--- src/hdl/apct_pkg.sv ---
// shared types and constants for the aabb pair contact tracker
// no dependencies; imported by every module of the block except apct_ram
package apct_pkg;

  localparam int ID_BITS_DEF = 8;
  localparam int ID_W        = 8;
  localparam int COORD_W     = 16;

  typedef enum logic [1:0] {
    EV_NONE  = 2'd0,
    EV_ENTER = 2'd1,
    EV_STAY  = 2'd2,
    EV_EXIT  = 2'd3
  } event_t;

  typedef enum logic [1:0] {
    S_CLEAR,
    S_IDLE,
    S_CALC,
    S_DECIDE
  } state_t;

  typedef struct packed {
    logic [ID_W-1:0]           left_id;
    logic [ID_W-1:0]           partner_id;
    logic signed [COORD_W-1:0] left_x;
    logic signed [COORD_W-1:0] left_y;
    logic [COORD_W-1:0]        left_w;
    logic [COORD_W-1:0]        left_h;
    logic signed [COORD_W-1:0] right_x;
    logic signed [COORD_W-1:0] right_y;
    logic [COORD_W-1:0]        right_w;
    logic [COORD_W-1:0]        right_h;
    logic                      left_dying;
    logic                      right_dying;
  } item_t;

  typedef struct packed {
    event_t contact_event;
    logic   boxes_overlap;
  } result_t;

  // controller to datapath
  typedef struct packed {
    logic accept;
    logic calc;
    logic decide;
    logic clear;
  } cmd_t;

  // datapath to controller
  typedef struct packed {
    logic out_busy;
    logic clear_last;
  } status_t;

endpackage

--- src/hdl/apct_ctrl.sv ---
// sequencing state machine for the pair contact tracker
// depends on apct_pkg
module apct_ctrl (
  input  logic              clk,
  input  logic              rst,
  input  logic              item_valid,
  input  apct_pkg::status_t st,
  output apct_pkg::cmd_t    cmd,
  output logic              item_stall
);
  import apct_pkg::*;

  state_t state, state_next;

  always_ff @(posedge clk) begin
    if (rst) begin
      state <= S_CLEAR;
    end else begin
      state <= state_next;
    end
  end

  always_comb begin
    state_next = state;
    case (state)
      S_CLEAR: begin
        if (st.clear_last) state_next = S_IDLE;
      end
      S_IDLE: begin
        if (item_valid) state_next = S_CALC;
      end
      S_CALC: begin
        state_next = S_DECIDE;
      end
      S_DECIDE: begin
        if (!st.out_busy) state_next = S_IDLE;
      end
      default: state_next = S_CLEAR;
    endcase
  end

  always_comb begin
    cmd        = '0;
    item_stall = 1'b1;
    case (state)
      S_CLEAR: begin
        cmd.clear = 1'b1;
      end
      S_IDLE: begin
        item_stall = 1'b0;
        cmd.accept = item_valid;
      end
      S_CALC: begin
        cmd.calc = 1'b1;
      end
      S_DECIDE: begin
        cmd.decide = !st.out_busy;
      end
      default: begin
        cmd = '0;
      end
    endcase
  end

endmodule

--- config.mk ---
export PLATFORM = sky130hd
export DESIGN_NAME = apct_ctrl
export DESIGN_NICKNAME = d
export VERILOG_FILES = /design/src/hdl/apct_pkg.sv /design/src/hdl/apct_ctrl.sv
export SDC_FILE = /design/constraint.sdc
export NUM_CORES = 1
export LEC_CHECK = 0
export BUFFER_PORTS_ARGS = -buffer_cell sky130_fd_sc_hd__buf_2
export CAP_MARGIN = 20
export CORE_AREA = 2 2 39 41
export DETAILED_ROUTE_END_ITERATION = 10
export DIE_AREA = 0 0 41 43
export PLACE_DENSITY = 0.35
export SYNTH_ARGS = -nofsm -noshare
export SYNTH_HDL_FRONTEND = slang
export SYNTH_SLANG_ARGS = --single-unit
--- constraint.sdc ---
create_clock -name clk -period 2.4 [get_ports clk]
set_clock_uncertainty 0.05 [all_clocks]
set_input_delay 0.12 -clock clk [delete_from_list [all_inputs] [get_ports clk]]
set_output_delay 0.12 -clock clk [all_outputs]
set_load 0.1 [all_outputs]
# After elaboration in Yosys (flattened, before gate mapping)
# Index checks and enable logic that the tools add are counted.
# W data, S select, Z words.
dict set report totals {
  ff_bits 2
  input_bits 5
  out_inout_bits 5
}
dict set report op_classes {
  n_mux 9
  eq_ne 6
  reduce_logical 3
}
# cell n
set op_table {}
lappend op_table {{$pmux W2 S4} 1}
lappend op_table {{$mux W2} 3}
lappend op_table {{$ne A2 B2 Y1 const B} 3}
lappend op_table {{$mux W1} 5}
lappend op_table {{$eq A2 B2 Y1 const B} 2}
lappend op_table {{$reduce_and A3 Y1} 1}
lappend op_table {{$eq A2 B1 Y1 const B} 1}
lappend op_table {{$logic_not A2 Y1} 1}
lappend op_table {{$logic_not A1 Y1} 1}

# Logic depth before layout (Yosys ltp)
# Gate-level depths: netlist of run 1.
dict set report logic_depth {
  depth_word 3
  mapped_depth 4
  ltp_nobuf 4
}

# Worst setup path before layout of run 1
# No wires, ideal clock.
dict set report synth_timing {
  path_type {register to output}
  from {register state[1]}
  to {output cmd[3] (netlist bit)}
  path_slack_ps -127
  n_path_buf 0
  path_stages_with_launch 5
  arrival_ps 2357
  cell_sequence {dfxtp_1 > inv_1 > ha_1 > inv_1 > nor2_1}
}
# element line
set synth_rtl {}
lappend synth_rtl {{from (decl)} apct_ctrl.sv:13} ;# state_t state, state_next;
lappend synth_rtl {{from (signal assigned)} apct_ctrl.sv:19} ;# state <= state_next;
lappend synth_rtl {{to (decl)} apct_ctrl.sv:8} ;# output apct_pkg::cmd_t cmd,

# Worst setup path in the final report of run 1
dict set report layout_timing {
  from {register state[0]}
  to {register state[0]}
}
dict set report layout_between {
  elab_chain_len 3
}
# element line
set layout_lines {}
lappend layout_lines {{$eq A2 B2 Y1, or another cell as far along} apct_ctrl.sv:25} ;# case (state)
lappend layout_lines {{$ne A2 B2 Y1 (no source line)} n/a}
lappend layout_lines {{$reduce_and A3 Y1 (no source line)} n/a}
# Parallel ways exist; a longest one is shown, timed or not.
# A chain may end at the register's enable or synchronous reset.

==> metrics.txt, run 1 <==
Slew HR 0.6664; period utilization 0.6952; Sink Count 2; crit-path max FO 3; Arr. time, crit path approximately 1.7 ns; Crit path required time 2.45 ns; Routed WL 397 um; Synth Net Count 29; total gr overflow 0; Top reg by flops state; status completed; post-DP HPWL 322.9 um; Die H roughly 43 um; Crit Path Category reg -> reg; Fin. Hold Viols 0; DRC violations left 0; Min Hold Slack 0.1631 ns; worst min path class in -> reg; drt first pass iters 4; fin util 0.1890; IO Pins 10; Seq/Total Area, Yosys 0.2336; detailed-route via count approximately 170; initial antenna violation count 0; Post-Syn Area approximately 170 um2; #FFs+latches synth 2; syn avg cell area 8.571 um2; top post-synthesis cells by area ha_1 29%, dfxtp_1 23%, inv_1 11%; Largest register FFs 2; Antenna diodes 0; largest net degree at the start of global routing 5; Initial Util 0.1239; critical path endpoint category register; Mapped Cells 20; Post-CTS Setup Repair Bufs 0; setup violators final 0; setup ws final about 0.73 ns; Synth cell types 9; CTS tree built; Core ar. between 0.001 and 0.0015 mm2; Least-Margin Pin Slew around 0.5 ns; CTS Hold Buffers Added 0; top flop regs state x2; ratio of cells with drive above 1 in the final layout 0.4063; Reg clk slew, reported paths about 0.03 ns; Place WS between 0.7 and 0.8 ns; vias in the first global route approximately 160; Skew-Pair Late Insertion Delay about 0.22 ns; Synth-to-Final Area Change 52.56%; Port Buf Inserts 9; CTS Buffer Depth 2; FP Rows 14; yosys warns 0; Setup Total Neg Slack 0 ns; Via density about 3.6; Final ANT Viol Nets 0; first-pass GRT wire length 662 um; RSZ-0062 raised after global routing false; gpl congestion ~0.63; All-Layer GR Usage 0.06413; Maximum Capacitance Violations 0; die width a little over 40 um; CTS root buf clkbuf_4; cell taking the most area after synthesis ha_1; drt wl/cell approximately 8.3 um; CP Launch Type register; full die area about 0.0018 mm2; Synth top area share 0.2920; Period minus WS final around 1.7 ns; FMAX between 500 and 600 MHz; Num CTS Buffers 3; H-tree levels 1; initial DRC count 6; Final Net Count 43; max-slew violations 0; PostCTS Resize Cnt 0
[worst max-delay path, cell delays in order (launching register included)]
cell and delay, ns:
dfxtp_1 0.35, inv_1 0.09, ha_1 0.22, a222oi_1 0.46, mux2_1 0.37
[cell type report]
| class | instances | area (um2) |
|---|---|---|
| Fill cell | 158 | 1122 |
| Multi-Input combinational cell | 13 | 115.1 |
| Timing Repair Buffer | 9 | 45.04 |
| Sequential cell | 2 | 40.04 |
| Clock buffer | 3 | 22.52 |
| Tap cell | 16 | 20.02 |
| Inverter | 5 | 18.77 |
[metal layers]
layer | track usage | part of all wire
met5 | 0 | 0
met4 | 0.08000 | 0
met3 | 0.05236 | 0.18
met2 | 0.05938 | 0.38
met1 | 0.07348 | 0.45
[cell usage in the layout, fill, tap and decap left out]
| master | synthesis | final |
|---|---|---|
| nand2b_1 | 2 | 2 |
| and2b_1 | 1 | 1 |
| clkbuf_4 | 0 | 3 |
| mux2i_1 | 1 | 1 |
| a222oi_1 | 1 | 1 |
| inv_1 | 5 | 5 |
| nor2_1 | 3 | 2 |
| ha_1 | 4 | 4 |
| nor2_2 | 0 | 1 |
| mux2_1 | 1 | 1 |
| buf_2 | 0 | 9 |
| dfxtp_1 | 2 | 2 |
[per-stage QoR]
stage	area, um2	std cells
after global placement	239.0	45
final	261.5	48
after detailed placement	239.0	45
after global routing	261.5	48
after CTS	261.5	48
after floorplan	173.9	20
[cell families (layout without fill, tap and decap cells)]
| family | after synthesis | count (layout) | share of synthesized area |
|---|---|---|---|
| AO/OA/AOI/OAI | 1 | 1 | 0.05840 |
| adder cells (fa/ha/maj) | 4 | 4 | 0.2920 |
| flip-flops | 2 | 2 | 0.2336 |
| multiplexers | 2 | 2 | 0.1241 |
| AND/OR/NAND/NOR | 6 | 6 | 0.1825 |
| buffers and inverters | 5 | 17 | 0.1095 |
[synth_stat cells]
cell / instances
a222oi_1: 1
mux2i_1: 1
inv_1: 5
mux2_1: 1
dfxtp_1: 2
and2b_1: 1
nand2b_1: 2
nor2_1: 3
ha_1: 4
[worst paths after layout]
check / from / endpoint / slack, ns / cells past startpoint
worst max register to register: state[0] / state[0] / 0.73 / 4
worst max-delay path: state[0] / state[0] / 0.73 / 4
worst min register to register: state[1] / state[1] / 0.47 / 2
worst min-delay path: rst / state[1] / 0.16 / 3
Power of run 1 is left out: the tool's default activity adds up to more than one toggle a clock period on the data nets, which glitch-free logic cannot reach.
==> inputs of run 2 (changes only) <==
--- a/config.mk
+++ b/config.mk
@@ -10,7 +10,7 @@
 export CORE_AREA = 2 2 39 41
 export DETAILED_ROUTE_END_ITERATION = 10
 export DIE_AREA = 0 0 41 43
-export PLACE_DENSITY = 0.35
+export PLACE_DENSITY = 0.36
 export SYNTH_ARGS = -nofsm -noshare
 export SYNTH_HDL_FRONTEND = slang
 export SYNTH_SLANG_ARGS = --single-unit
==> constraint.sdc (replaced) <==
create_clock -name clk -period 1.36 [get_ports clk]
set_clock_uncertainty 0.05 [all_clocks]
set_input_delay 0.068 -clock clk [delete_from_list [all_inputs] [get_ports clk]]
set_output_delay 0.068 -clock clk [all_outputs]
set_load 0.1 [all_outputs]
==> run 2 against run 1 <==
Net effect:
- the run now ends with negative setup slack left
- wire length increased by 22%
- via count increased by 16%
- die area unchanged
- first-iteration DRC count decreased by 67%
- core utilization increased by 11 points
- global-route usage decreased by 0.20 points
- fmax increased by 11%
==> metrics.txt, run 2 (synthesis results as in run 1) <==
status complete, but fails checks; failing checks negative setup slack; Crit path largest cell delay 0.35 ns (-0.11 ns); period utilization 1.109 (+0.4143); Hold Path Cell Cnt 3 (unchanged); Port Buf Inserts 9 (unchanged); Min Hold Slack 0.1026 ns (-0.06044 ns); Sink Count 2 (unchanged); final-layout fill cell count 147 (-7.0%); cell area after layout 420.4 um2 (+61%); largest net degree at the start of global routing 5 (unchanged); CTS tree built; Core ar. 0.001384 mm2 (unchanged); Worst Setup SP state[1]; Period minus WS final 1.509 ns (-0.1596 ns); first-pass GRT wire length 690 um (+4.2%); Initial Util 0.1239 (unchanged); critical path endpoint category register; FP Rows 14 (unchanged); total gr overflow 0 (unchanged); CTS root buf clkbuf_4; HP Start rst; Die H 43 um (unchanged); CP Buf/Inv Count 2 (+1); Fin. Hold Viols 0 (unchanged); Slew HR 0.8087 (+0.1422); All-Layer GR Usage 0.06212 (-0.002004); Top reg by flops state; Critical-path top delay cell dfxtp_2; FMAX 662.7 MHz (+11%); Final ANT Viol Nets 0 (unchanged); CTS Hold Buffers Added 0 (unchanged); fin util 0.3038 (+0.1148); Maximum Capacitance Violations 0 (unchanged); most frequent cells in the layout 7 x buf_4, 5 x buf_12, 4 x buf_2, 3 x clkbuf_4; Via density 3.600 (+1.1%); Critical Path, Cell by Cell inv_2 > ha_4 > a222oi_1 > buf_4 > mux2_4; setup ws final -0.1489 ns (-0.8804 ns); placed cells 50 (+11%); top flop regs state x2; initial DRC count 2 (-4); Arr. time, crit path 1.57 ns (-0.15 ns); RR Startpoint state[1]; Seq. cell area 42.54 um2 (+6.2%); Pwr Total 0.001102 W; Antenna diodes 0 (unchanged); pwr/cell area roughly 2600 mW/mm2; worst reg2reg endpoint state[0]; Worst R2R Path Depth 5 (+1); Skew-Pair Late Insertion Delay 0.23 ns (about the same); CP Launch Type register; most common cell after layout, fill and taps aside buf_4; Final Net Count 50 (+16%); footprint of the multi-input gates 141.4 um2 (+23%); full die area 0.001763 mm2 (unchanged); top cell family by delay on the critical path flip-flops; Hold EP state[1]; Num CTS Buffers 3 (unchanged); crit-path max FO 4 (+1); Crit path required time 1.42 ns (-1.03 ns); peak supply drop between 0.6 and 0.7 mV; RSZ-0062 raised after global routing true; post-DP HPWL 359.7 um (+11%); R2R Setup Slk -0.15 ns (-0.88 ns); DP Area 371.6 um2 (+55%); drt wl/cell 8.800 um (+6.4%); Least-Margin Pin Slew 0.2870 ns (-0.2133 ns); gpl congestion 0.5721 (-9.5%); drt first pass iters 4 (unchanged); detailed-route via count 198 (+16%); Synth-to-Final Area Change 145.3%; die width 41 um (unchanged); setup violators final 2 (+2); Reg clk slew, reported paths 0.03 ns (about the same); initial antenna violation count 0 (unchanged); Finished Layout Cells 55 (+15%); H-tree levels 1 (unchanged); P_leak slightly above 0.2 nW; Crit Path Category reg -> reg; Largest register FFs 2 (unchanged); vias in the first global route 180 (+10%); DRC violations left 0 (unchanged); IO Pins 10 (unchanged); max-slew violations 0 (unchanged); CTS Buffer Depth 2 (unchanged); ratio of cells with drive above 1 in the final layout 0.7436 (+0.3373); Routed WL 484 um (+22%); worst min path class in -> reg
run 2: cell types whose count changed in the layout (fill, tap and decap cells not counted), sizes merged:
cell,delta
buf,+7
run 2: through the flow:
stage          setup TNS, ns  worst slack, ns
5_1_grt              -0.4167          -0.2217
3_5_place_dp         -0.1633          -0.1174
4_1_cts              -0.1807          -0.1172
6_report             -0.2174          -0.1489
2_1_floorplan        -0.6358          -0.3743
3_3_place_gp        -0.09707         -0.08657
run 2: worst register-to-register path: cells and delay by family, from the launching register on:
family / cells / cell delay, ns
adders and majority gates: 1 / 0.15
DFF: 1 / 0.35
AOI/OAI and AO/OA: 1 / 0.31
muxes: 1 / 0.30
buffers and inverters: 2 / 0.24
run 2: layout make-up:
cell class                 count  area share
clock buffer                   3     0.05357
inverter                       5     0.05060
multi-input combinational     13      0.3363
timing repair buffer          16      0.4107
tap                           16     0.04762
sequential                     2      0.1012
run 2: power by group:
group          switching [W]  total (W)  internal (W)
combinational       0.000496   0.000864      0.000368
clock              0.0000349   0.000132     0.0000974
sequential         0.0000213   0.000106     0.0000843
total               0.000552    0.00110      0.000550
run 2: worst max-delay path by stage:
stage | end | slack, ns | cells after the start
floorplan | cmd[3] | -0.37 | 4
global placement | state[0] | -0.09 | 3
detailed placement | state[0] | -0.12 | 3
CTS | state[0] | -0.12 | 3
global route | state[0] | -0.22 | 5
finish | state[0] | -0.15 | 5
run 2: layer usage:
layer | vias up | GRT usage | part of all wire
li1 | 102 | - | -
met1 | 82 | 0.05751 | 0.35
met2 | 14 | 0.09063 | 0.51
met3 | 0 | 0.04712 | 0.14
met4 | 0 | 0.04000 | 0
met5 | - | 0 | 0
run 2: timing repair:
| item | CTS | global route |
|---|---|---|
| hold endpoints to repair | 0 | 0 |
| endpoints found under the setup margin | 4 | 4 |
| resized for setup | 3 | 2 |
| pin swaps | 3 | 2 |
| setup buffers | 0 | 2 |
(Power assumes the default switching activity.)
